### src/rtl/tga_pkg.sv
package tga_pkg;

	// Header layout and acceptance rules
	localparam logic [4:0] HEADER_BYTES = 5'd18;
	localparam logic [7:0] REQ_DEPTH    = 8'd32;
	localparam logic [7:0] REQ_TYPE     = 8'd10;
	localparam int         RUN_BIT      = 7;

	// Header byte positions that carry fields
	localparam logic [4:0] HB_ID_LEN   = 5'd0;
	localparam logic [4:0] HB_TYPE     = 5'd2;
	localparam logic [4:0] HB_WIDTH_LO = 5'd12;
	localparam logic [4:0] HB_WIDTH_HI = 5'd13;
	localparam logic [4:0] HB_HEIGHT_LO = 5'd14;
	localparam logic [4:0] HB_HEIGHT_HI = 5'd15;
	localparam logic [4:0] HB_DEPTH    = 5'd16;

	// Result kinds
	localparam logic [1:0] KIND_HEADER  = 2'd0;
	localparam logic [1:0] KIND_SPAN    = 2'd1;
	localparam logic [1:0] KIND_BAD_HDR = 2'd2;
	localparam logic [1:0] KIND_OVERRUN = 2'd3;

	typedef enum logic [2:0] {
		PH_IDLE,
		PH_HEADER,
		PH_SKIP,
		PH_PACKET,
		PH_COLOR
	} phase_t;

	typedef struct packed {
		logic [7:0] data_byte;
		logic       image_start;
	} in_item_t;

	typedef struct packed {
		logic [1:0]  kind;
		logic [31:0] color;
		logic [15:0] start_column;
		logic [15:0] row;
		logic [7:0]  span_length;
		logic [15:0] image_width;
		logic [15:0] image_height;
		logic        image_done;
	} out_item_t;

	// Result of one byte from the decoder core
	typedef struct packed {
		logic      valid;
		out_item_t item;
	} core_res_t;

endpackage

### src/rtl/tga_rle_pixel_decoder.sv
// A byte passes the input register and the decoder core; its result is then offered from the result register.
// Throughput: one byte per cycle; the input register and the decoder core stall
//   only while a result waits in the output register and the consumer stalls.
// Bytes that complete no header, span or error give no result transaction.
// Reset (arst_n low, asynchronous) empties both registers and puts the decoder
//   idle, waiting for a byte with image_start set.
module tga_rle_pixel_decoder
	import tga_pkg::*;
(
	input  logic      clk,
	input  logic      arst_n,
	input  logic      item_valid,
	output logic      item_stall,
	input  in_item_t  item,
	output logic      result_valid,
	input  logic      result_stall,
	output out_item_t result
);

	logic      item_valid_s1;
	in_item_t  item_s1;
	logic      result_valid_q;
	out_item_t result_q;
	logic      advance;
	core_res_t core_res;

	// The pipe moves unless a held result is being stalled
	assign advance    = !(result_valid_q && result_stall);
	assign item_stall = item_valid_s1 && !advance;

	// Input register
	always_ff @(posedge clk or negedge arst_n) begin
		if (!arst_n) begin
			item_valid_s1 <= 1'b0;
		end else if (!item_stall) begin
			item_valid_s1 <= item_valid;
		end
	end

	always_ff @(posedge clk) begin
		if (!item_stall) begin
			item_s1 <= item;
		end
	end

	tga_core u_core (
		.clk    (clk),
		.arst_n (arst_n),
		.en     (item_valid_s1 && advance),
		.item   (item_s1),
		.res    (core_res)
	);

	// Result register
	always_ff @(posedge clk or negedge arst_n) begin
		if (!arst_n) begin
			result_valid_q <= 1'b0;
		end else if (advance) begin
			result_valid_q <= core_res.valid;
		end
	end

	always_ff @(posedge clk) begin
		if (advance) begin
			result_q <= core_res.item;
		end
	end

	assign result_valid = result_valid_q;
	assign result       = result_q;

endmodule

### src/rtl/tga_core.sv
module tga_core
	import tga_pkg::*;
(
	input  logic      clk,
	input  logic      arst_n,
	input  logic      en,
	input  in_item_t  item,
	output core_res_t res
);

	phase_t      phase_q, phase_d;
	logic [4:0]  hidx_q, hidx_d;
	logic [7:0]  id_len_q, id_len_d;
	logic [7:0]  img_type_q, img_type_d;
	logic [7:0]  depth_q, depth_d;
	logic [15:0] width_q, width_d;
	logic [15:0] height_q, height_d;
	logic [7:0]  skip_q, skip_d;
	logic [7:0]  pkt_rem_q, pkt_rem_d;
	logic        run_q, run_d;
	logic [31:0] color_q, color_d;
	logic [1:0]  cidx_q, cidx_d;
	logic [15:0] column_q, column_d;
	logic [15:0] crow_q, crow_d;

	logic [4:0]  hidx_inc;
	logic [7:0]  count;
	logic [16:0] reach;
	logic [7:0]  len;
	logic [7:0]  b;

	assign b = item.data_byte;

	// Next state and result for the byte in hand
	always_comb begin
		phase_d    = phase_q;
		hidx_d     = hidx_q;
		id_len_d   = id_len_q;
		img_type_d = img_type_q;
		depth_d    = depth_q;
		width_d    = width_q;
		height_d   = height_q;
		skip_d     = skip_q;
		pkt_rem_d  = pkt_rem_q;
		run_d      = run_q;
		color_d    = color_q;
		cidx_d     = cidx_q;
		column_d   = column_q;
		crow_d     = crow_q;
		res        = '0;
		hidx_inc   = '0;
		count      = {1'b0, b[6:0]} + 8'd1;
		reach      = '0;
		len        = '0;

		// start mark abandons any image and restarts the header
		if (item.image_start) begin
			phase_d    = PH_HEADER;
			hidx_d     = '0;
			id_len_d   = '0;
			img_type_d = '0;
			depth_d    = '0;
			width_d    = '0;
			height_d   = '0;
			skip_d     = '0;
			pkt_rem_d  = '0;
			run_d      = 1'b0;
			color_d    = '0;
			cidx_d     = '0;
			column_d   = '0;
			crow_d     = '0;
		end

		unique case (phase_d)
			PH_HEADER: begin
				unique case (hidx_d)
					HB_ID_LEN:    id_len_d        = b;
					HB_TYPE:      img_type_d      = b;
					HB_WIDTH_LO:  width_d[7:0]    = b;
					HB_WIDTH_HI:  width_d[15:8]   = b;
					HB_HEIGHT_LO: height_d[7:0]   = b;
					HB_HEIGHT_HI: height_d[15:8]  = b;
					HB_DEPTH:     depth_d         = b;
					default: ;
				endcase
				hidx_inc = hidx_d + 5'd1;
				hidx_d   = hidx_inc;
				if (hidx_inc == HEADER_BYTES) begin
					hidx_d    = '0;
					res.valid = 1'b1;
					if (depth_d != REQ_DEPTH || img_type_d != REQ_TYPE) begin
						phase_d             = PH_IDLE;
						res.item.kind       = KIND_BAD_HDR;
						res.item.image_done = 1'b1;
					end else begin
						res.item.kind         = KIND_HEADER;
						res.item.image_width  = width_d;
						res.item.image_height = height_d;
						column_d              = '0;
						if (width_d == '0 || height_d == '0) begin
							phase_d             = PH_IDLE;
							res.item.image_done = 1'b1;
						end else begin
							crow_d  = height_d - 16'd1;
							skip_d  = id_len_d;
							phase_d = (id_len_d != '0) ? PH_SKIP : PH_PACKET;
						end
					end
				end
			end

			PH_SKIP: begin
				skip_d = skip_d - 8'd1;
				if (skip_d == '0) begin
					phase_d = PH_PACKET;
				end
			end

			PH_PACKET: begin
				reach = {1'b0, column_d} + {9'd0, count};
				if (reach > {1'b0, width_d}) begin
					phase_d             = PH_IDLE;
					res.valid           = 1'b1;
					res.item.kind       = KIND_OVERRUN;
					res.item.image_done = 1'b1;
				end else begin
					pkt_rem_d = count;
					run_d     = b[RUN_BIT];
					cidx_d    = '0;
					color_d   = '0;
					phase_d   = PH_COLOR;
				end
			end

			PH_COLOR: begin
				color_d[{cidx_d, 3'b000} +: 8] = color_d[{cidx_d, 3'b000} +: 8] | b;
				if (cidx_d != 2'd3) begin
					cidx_d = cidx_d + 2'd1;
				end else begin
					cidx_d                = '0;
					len                   = run_d ? pkt_rem_d : 8'd1;
					res.valid             = 1'b1;
					res.item.kind         = KIND_SPAN;
					res.item.color        = color_d;
					res.item.start_column = column_d;
					res.item.row          = crow_d;
					res.item.span_length  = len;
					column_d              = column_d + {8'd0, len};
					pkt_rem_d             = pkt_rem_d - len;
					color_d               = '0;
					if (pkt_rem_d == '0) begin
						phase_d = PH_PACKET;
						// row complete: move one row up, or finish at the top
						if (column_d >= width_d) begin
							column_d = '0;
							if (crow_d == '0) begin
								phase_d             = PH_IDLE;
								res.item.image_done = 1'b1;
							end else begin
								crow_d = crow_d - 16'd1;
							end
						end
					end
				end
			end

			PH_IDLE: ;

			default: ;
		endcase

		if (!en) begin
			res = '0;
		end
	end

	// Decoder state
	always_ff @(posedge clk or negedge arst_n) begin
		if (!arst_n) begin
			phase_q    <= PH_IDLE;
			hidx_q     <= '0;
			id_len_q   <= '0;
			img_type_q <= '0;
			depth_q    <= '0;
			width_q    <= '0;
			height_q   <= '0;
			skip_q     <= '0;
			pkt_rem_q  <= '0;
			run_q      <= 1'b0;
			color_q    <= '0;
			cidx_q     <= '0;
			column_q   <= '0;
			crow_q     <= '0;
		end else if (en) begin
			phase_q    <= phase_d;
			hidx_q     <= hidx_d;
			id_len_q   <= id_len_d;
			img_type_q <= img_type_d;
			depth_q    <= depth_d;
			width_q    <= width_d;
			height_q   <= height_d;
			skip_q     <= skip_d;
			pkt_rem_q  <= pkt_rem_d;
			run_q      <= run_d;
			color_q    <= color_d;
			cidx_q     <= cidx_d;
			column_q   <= column_d;
			crow_q     <= crow_d;
		end
	end

`ifndef NO_ASSERTIONS
	a_hidx_range: assert property (@(posedge clk) disable iff (!arst_n)
		hidx_q < HEADER_BYTES)
		else $error("header index out of range");

	a_color_pending: assert property (@(posedge clk) disable iff (!arst_n)
		(phase_q == PH_COLOR) |-> (pkt_rem_q != '0))
		else $error("color phase with no pixels left in packet");

	a_column_in_row: assert property (@(posedge clk) disable iff (!arst_n)
		(phase_q == PH_SKIP || phase_q == PH_PACKET || phase_q == PH_COLOR)
		|-> (column_q < width_q && crow_q < height_q))
		else $error("column or row outside the image");

	a_cidx_idle: assert property (@(posedge clk) disable iff (!arst_n)
		(phase_q != PH_COLOR) |-> (cidx_q == '0))
		else $error("color byte index left over outside color phase");
`endif

endmodule

### config.mk
export PLATFORM = sky130hd
export DESIGN_NAME = tga_rle_pixel_decoder
export DESIGN_NICKNAME = d
export VERILOG_FILES = /design/src/rtl/tga_pkg.sv /design/src/rtl/tga_rle_pixel_decoder.sv /design/src/rtl/tga_core.sv
export SDC_FILE = /design/constraint.sdc
export NUM_CORES = 1
export LEC_CHECK = 0
export BUFFER_PORTS_ARGS = -buffer_cell sky130_fd_sc_hd__buf_2
export CORE_MARGIN = 5
export CORE_UTILIZATION = 61
export DETAILED_ROUTE_END_ITERATION = 6
export MAX_ROUTING_LAYER = met4
export PLACE_DENSITY = 0.81
export SLEW_MARGIN = 5
export SYNTH_ARGS = -nofsm -noshare
export SYNTH_HDL_FRONTEND = slang
export SYNTH_SLANG_ARGS = --single-unit
### constraint.sdc
create_clock -name clk -period 8.5 [get_ports clk]
set_clock_uncertainty 0.1 [all_clocks]
set_input_delay 1.275 -clock clk [delete_from_list [all_inputs] [get_ports clk]]
set_output_delay 1.275 -clock clk [all_outputs]
set_load 0.1 [all_outputs]
==> qor.csv, run 1 <==
metric,value,unit
status,"finished, final reports clean",
leakagePower,7.58,nW
power_per_cell_area,165,nW/µm²
routedWlPerCell,21.7,µm
holdBufCountCts,0,
synth_area_leaders,"dfrtp_1 (24%), edfxtp_1 (23%), ha_1 (5.4%), nor2_1 (4.2%), nand2_1 (3.4%)",
row_count,58,
gp_congestion,0.950,
fp.coreArea,24900,µm²
grt_max_degree,92,
antenna_found_initial,2,
globalRoute.totalOverflow,0,
clock.fmax,162,MHz
setup_violations,0,
routed_wl,43300,µm
port_buffers,121,
drt-initial-drc-count,1617,
slew_headroom,34.7,%
min_period,6.17,ns
fin_area,17000,µm²
start_util,61.4,%
path_buf_inv,1,
layout-drive-gt1-share,13.7,%
numCtsBuffers,28,
hold_viol,0,
maxCapViolCount,0,
die_w,168,µm
nets,1724,
postSynthCellCount,1563,
clkLatencyLatePin,0.56,ns
yosysSeqAreaShare,47.2,%
root_buffer,clkbuf_16,
max_stage_delay,0.69,ns
firstDrtPassIters,6,
setup_tns,0,ns
slowest_stage,edfxtp_1,
cp-start-kind,register,
synth_area_per_cell,9.77,µm²
path_cells,nor2b_1 > nand2_1 > ha_1 > fa_1 > o211ai_1 > a21oi_1 > o21a_1 > o31a_1 > o21ai_0 > and2_1 > xor2_1 > ha_1 > a21oi_1 > o21ai_0 > a211oi_1 > o31a_1 > nor4_4 > buf_4 > and2b_1 > mux2_1 > a221o_1,
chipHeight,168,µm
dieArea,28300,µm²
fin_util,68.4,%
vias_per_cell,6.55,
grt_pass1_vias,12400,
synth_edf_count,116,
dpl_cell_area,16100,µm²
cp.required,8.84,ns
synth_area,15300,µm²
io-pin-count,122,
drv_slew,0,
yosysWarnings,0,
htree_levels,1,
crit_fanout,22,
syn2layout_area_growth,11.5,%
irDropWorstVdd,0.177,mV
clk_pin_slew,0.07,ns
dp_hpwl,29800,µm
clock_path_buffers,3,
grt_pass1_wl,68800,µm
synth_largest_area_cell,dfrtp_1,
synth_nets,1644,
synth_flop_cell,dfrtp_1,
ant_nets,0,
end_kind,register,
rsz0062_at_grt,false,
synth_cell_types,79,
min_period_over_period,72.6,%
cts_tree,done,
synth_top_area_share,24.4,%
tightestPinTransition,0.971,ns
drc,0,
clock-sinks,265,
path_class,register to register,
synthTopCellsByCount,"nor2_1 (171), dfrtp_1 (149), nand2_1 (139)",
crit_family,compound AO/OA/AOI/OAI gates,
worstHoldPathType,register to register,
yosys_register_bits,265,
num_vias,13100,
worstPathArrival,6.51,ns
yosysMostFrequentCell,nor2_1,
ys_async_sr_fraction,56.2,%
postCtsSetupBuffers,0,
grt_util_all_layers,31.0,%
cts_resized,0,
[cell usage in the layout, fill, tap and decap left out, drive strengths merged, types with 15 or more instances in the layout]
| cell type | count |
|---|---|
| a21oi | 88 |
| a22o | 50 |
| a22oi | 42 |
| and2 | 37 |
| and3 | 47 |
| buf | 151 |
| clkbuf | 42 |
| dfrtp | 149 |
| edfxtp | 116 |
| ha | 66 |
| inv | 22 |
| mux2i | 15 |
| nand2 | 139 |
| nand3 | 55 |
| nor2 | 172 |
| nor2b | 25 |
| nor3 | 34 |
| o21ai | 93 |
| o2bb2ai | 29 |
| or2 | 16 |
| xnor2 | 24 |
| xor2 | 26 |
[worst reg2reg max path, delay by kind of cell (launching register included)]
family | cells | cell delay, ns
DFF | 1 | 0.69
AOI/OAI and AO/OA | 10 | 2.18
adders and majority gates | 3 | 0.82
and+or+nand+nor | 5 | 1.52
buffers and inverters | 1 | 0.27
muxes | 1 | 0.33
xor gates and xnor gates | 1 | 0.18
[flip-flops by register name, summed over array words and instances, names as in the netlist, 9 cells and up]
signal           flops
u_core.height_q     16
u_core.crow_q       16
u_core.column_q     16
result             107
u_core.width_q      16
u_core.color_q      32
item_s1              9
[path summary, 6_finish.rpt]
kind / from / to / slack (ns) / cells after the start
worst max register to register: item_s1[0] / u_core.crow_q[0] / 2.33 / 21
max in group asynchronous: arst_n / u_core.skip_q[1] / 6.24 / 2
worst max-delay path: item_s1[0] / u_core.crow_q[0] / 2.33 / 21
worst min register to register: u_core.color_q[30] / u_core.color_q[30] / 0.39 / 1
worst min-delay path: u_core.color_q[30] / u_core.color_q[30] / 0.39 / 1
min in group asynchronous: arst_n / u_core.width_q[11] / 0.71 / 1
[layout make-up]
type	instances	area (µm²)
antenna	2	5.00
clock inverter	10	82.6
multi-input combinational	1176	7600
timing repair buffer	151	837
fill	1922	7870
clock buffer	42	793
inverter	21	78.8
sequential	265	7210
tap	330	413
[per-layer routing]
layer	part of all wire, %	global-route usage [%]	routed length [µm]	vias to the layer above
li1	-	-	-	5990
met1	41	42.5	17700	6232
met2	46	47.0	19700	743
met3	11	6.46	4570	123
met4	3.1	9.39	1330	0
met5	0	-	0	-
[cells by family after synthesis]
| family | share of synthesized area (%) |
|---|---|
| and+or+nand+nor | 19.2 |
| AOI/OAI and AO/OA | 19.5 |
| DFF | 47.2 |
| buffers and inverters | 3.10 |
| adders and majority gates | 5.67 |
| xor gates and xnor gates | 2.87 |
| muxes | 2.38 |
[stage by stage]
stage          instances  setup slack (ns)  power (mW)  hold WS [ns]
2_1_floorplan       1563              2.30        1.56         0.347
4_1_cts             1995              2.39        2.81         0.385
3_5_place_dp        1943              2.42        1.65         0.365
5_1_grt             1997              1.86        2.90         0.403
6_report            1997              2.33        2.80         0.387
3_3_place_gp        1943              2.70        1.65         0.363
[power by group]
group | switching, mW | total (mW) | leakage (nW) | internal, mW
Sequential | 0.0301 | 1.38 | 3.47 | 1.35
Clock | 0.492 | 1.16 | 0.429 | 0.672
Combinational | 0.174 | 0.256 | 3.69 | 0.0822
No activity file was read; power rests on OpenSTA's default activity.
==> inputs of run 2 (changes only) <==
Settings changed: ABC_AREA set to 1, CORE_UTILIZATION 61 to 62.
Clock period 8.5 ns to 5.8 ns, I/O delays scaled along.
==> qor.csv, run 2 <==
metric,value,unit
cp-start-kind,register,
r2r-start,item_s1[0],
multi_input_area,9340,µm²
crit_fanout,56,
drc,1,
synthTopCellsByCount,"nand2_1 (697), nor2_1 (376), inv_1 (300)",
nFillCells,2440,
start_util,63.2,%
slew_headroom,38.3,%
path_class,register to register,
syn2layout_area_growth,11.0,%
synth_area_per_cell,7.04,µm²
ant_nets,0,
num_vias,18400,
tightestPinTransition,0.923,ns
clock.fmax,185,MHz
setup_tns,0,ns
clock-sinks,265,
vias_per_cell,5.99,
rsz0062_at_grt,false,
drt-initial-drc-count,2439,
p_int,4.09,mW
pwr-share-comb,33.2,%
firstDrtPassIters,7,
clk_pin_slew,0.06,ns
violations,DRC,
power.share.switching,38.4,%
status,"finished, violations left",
yosys_register_bits,265,
port_buffers,121,
htree_levels,1,
synth_top_area_share,20.5,%
switchingPower,2.55,mW
hold_viol,0,
root_buffer,clkbuf_16,
yosysSeqAreaShare,39.6,%
place_ws,0.325,ns
min_period,5.41,ns
leakagePower,10.3,nW
dieArea,32900,µm²
r2r_setup_slack,0.39,ns
setup_violations,0,
antenna_found_initial,0,
grt_pass1_wl,92000,µm
worstHoldPathType,input pin to asynchronous set/reset pin,
ys_async_sr_fraction,56.2,%
worstPathArrival,5.82,ns
yosysMostFrequentCell,nand2_1,
grt_pass1_vias,17000,
mostFrequentLayoutCells,"nand2_1 (695), nor2_1 (374), inv_1 (299)",
cp-startpoint,item_s1[0],
postSynthCellCount,2591,
gp_congestion,1.00,
globalRoute.totalOverflow,0,
r2r_cells,20,
final_common_cell,nand2_1,
io-pin-count,122,
instances_no_fill,3080,
row_count,62,
p_seq_share,34.9,%
maxCapViolCount,0,
drv_slew,0,
reg2reg_to,u_core.crow_q[2],
largest_reg_flops,107,
yosysWarnings,0,
power_per_cell_area,328,nW/µm²
layout-drive-gt1-share,10.6,%
seq_area,7210,µm²
p_total,6.64,mW
synth_nets,2672,
min_period_over_period,93.4,%
pwr-share-clk,31.9,%
synth_area,18200,µm²
dp_cells,3020,
dp_hpwl,41000,µm
cp.required,6.21,ns
synth_flop_cell,dfrtp_1,
synth_largest_area_cell,dfrtp_1,
grt_max_degree,81,
fp.coreArea,28900,µm²
numCtsBuffers,31,
synth_area_leaders,"dfrtp_1 (20%), edfxtp_1 (19%), nand2_1 (14%), nor2_1 (7.7%), inv_1 (6.2%)",
nets,2753,
irDropWorstVdd,0.283,mV
end_kind,register,
synth_edf_count,116,
clkLatencyLatePin,0.58,ns
die_w,181,µm
chipHeight,181,µm
routed_wl,58200,µm
routedWlPerCell,18.9,µm
cts_tree,done,
clock_path_buffers,3,
fin_ws,0.385,ns
grt_util_all_layers,35.2,%
synth_cell_types,49,
diodes,0,
-- run 2: metal layers --
layer,up-vias,global-route usage (%),share of wire [%]
li1,8629,-,-
met1,8510,47.1,40
met2,1103,55.8,47
met3,197,5.04,9.7
met4,0,11.5,3.8
met5,-,-,0
-- run 2: how the worst max path moves through the flow --
stage                         endpoint  slack (ns)  cells after the start
floorplan                   item_s1[0]        0.88                      3
global placement    u_core.color_q[26]        0.51                     24
detailed placement  u_core.color_q[26]        0.32                     24
CTS                 u_core.color_q[26]        0.30                     24
global route         u_core.color_q[5]       0.004                     28
finish                u_core.crow_q[2]        0.39                     20
-- run 2: repair_timing --
action,4_1_cts,5_1_grt
setup buffers,0,3
hold buffers,0,0
endpoints found under the setup margin,0,17
gates resized for setup,0,2
endpoints found under the hold margin,0,0
-- run 2: power groups by stage --
| stage | Clock [mW] | Sequential (mW) | Combinational, mW |
|---|---|---|---|
| 2_1_floorplan | 0 | 2.45 | 1.48 |
| 3_5_place_dp | 0 | 2.35 | 2.14 |
| 3_3_place_gp | 0 | 2.33 | 2.10 |
| 5_1_grt | 2.23 | 2.34 | 2.43 |
| 4_1_cts | 2.13 | 2.31 | 2.16 |
| 6_report | 2.12 | 2.32 | 2.20 |
-- run 2: cell type report --
class,count,area share [%]
clock buffer,34,3.89
clock inverter,23,1.54
inverter,314,5.85
multi-input combinational,1898,46.2
sequential,265,35.6
tap,384,2.37
timing repair buffer,162,4.54
-- run 2: kinds of logic (layout without fill, tap and decap cells) --
family / count (synthesis) / after routing / synth area share (%)
xor gates and xnor gates: 42 / 42 / 2.02
AOI/OAI and AO/OA: 434 / 434 / 13.4
and+or+nand+nor: 1354 / 1354 / 30.9
DFF: 265 / 265 / 39.6
adders and majority gates: 68 / 68 / 4.75
buffers and inverters: 428 / 533 / 9.37
-- run 2: worst max-delay path, cell delays in order, from the launching register on --
cell	delay [ns]
edfxtp_1	0.55
inv_4	0.30
buf_4	0.63
nand2_1	0.25
inv_1	0.17
ha_1	0.20
inv_1	0.06
a21oi_2	0.24
nand2_1	0.31
o21ai_1	0.56
ha_1	0.33
nand3_1	0.10
nor2_1	0.33
nand3_2	0.27
nand4_2	0.25
nand2_4	0.12
inv_2	0.24
nand2_1	0.08
nand3_1	0.10
nand2_1	0.05
nand2_1	0.06
-- run 2: metrics by stage --
step	utilization (%)	instance area [µm²]	hold WS [ns]
3_5_place_dp	66.2	19100	0.365
6_report	70.1	20200	0.211
3_3_place_gp	66.2	19100	0.361
4_1_cts	70.0	20200	0.268
2_1_floorplan	-	18200	0.342
5_1_grt	70.1	20200	0.292
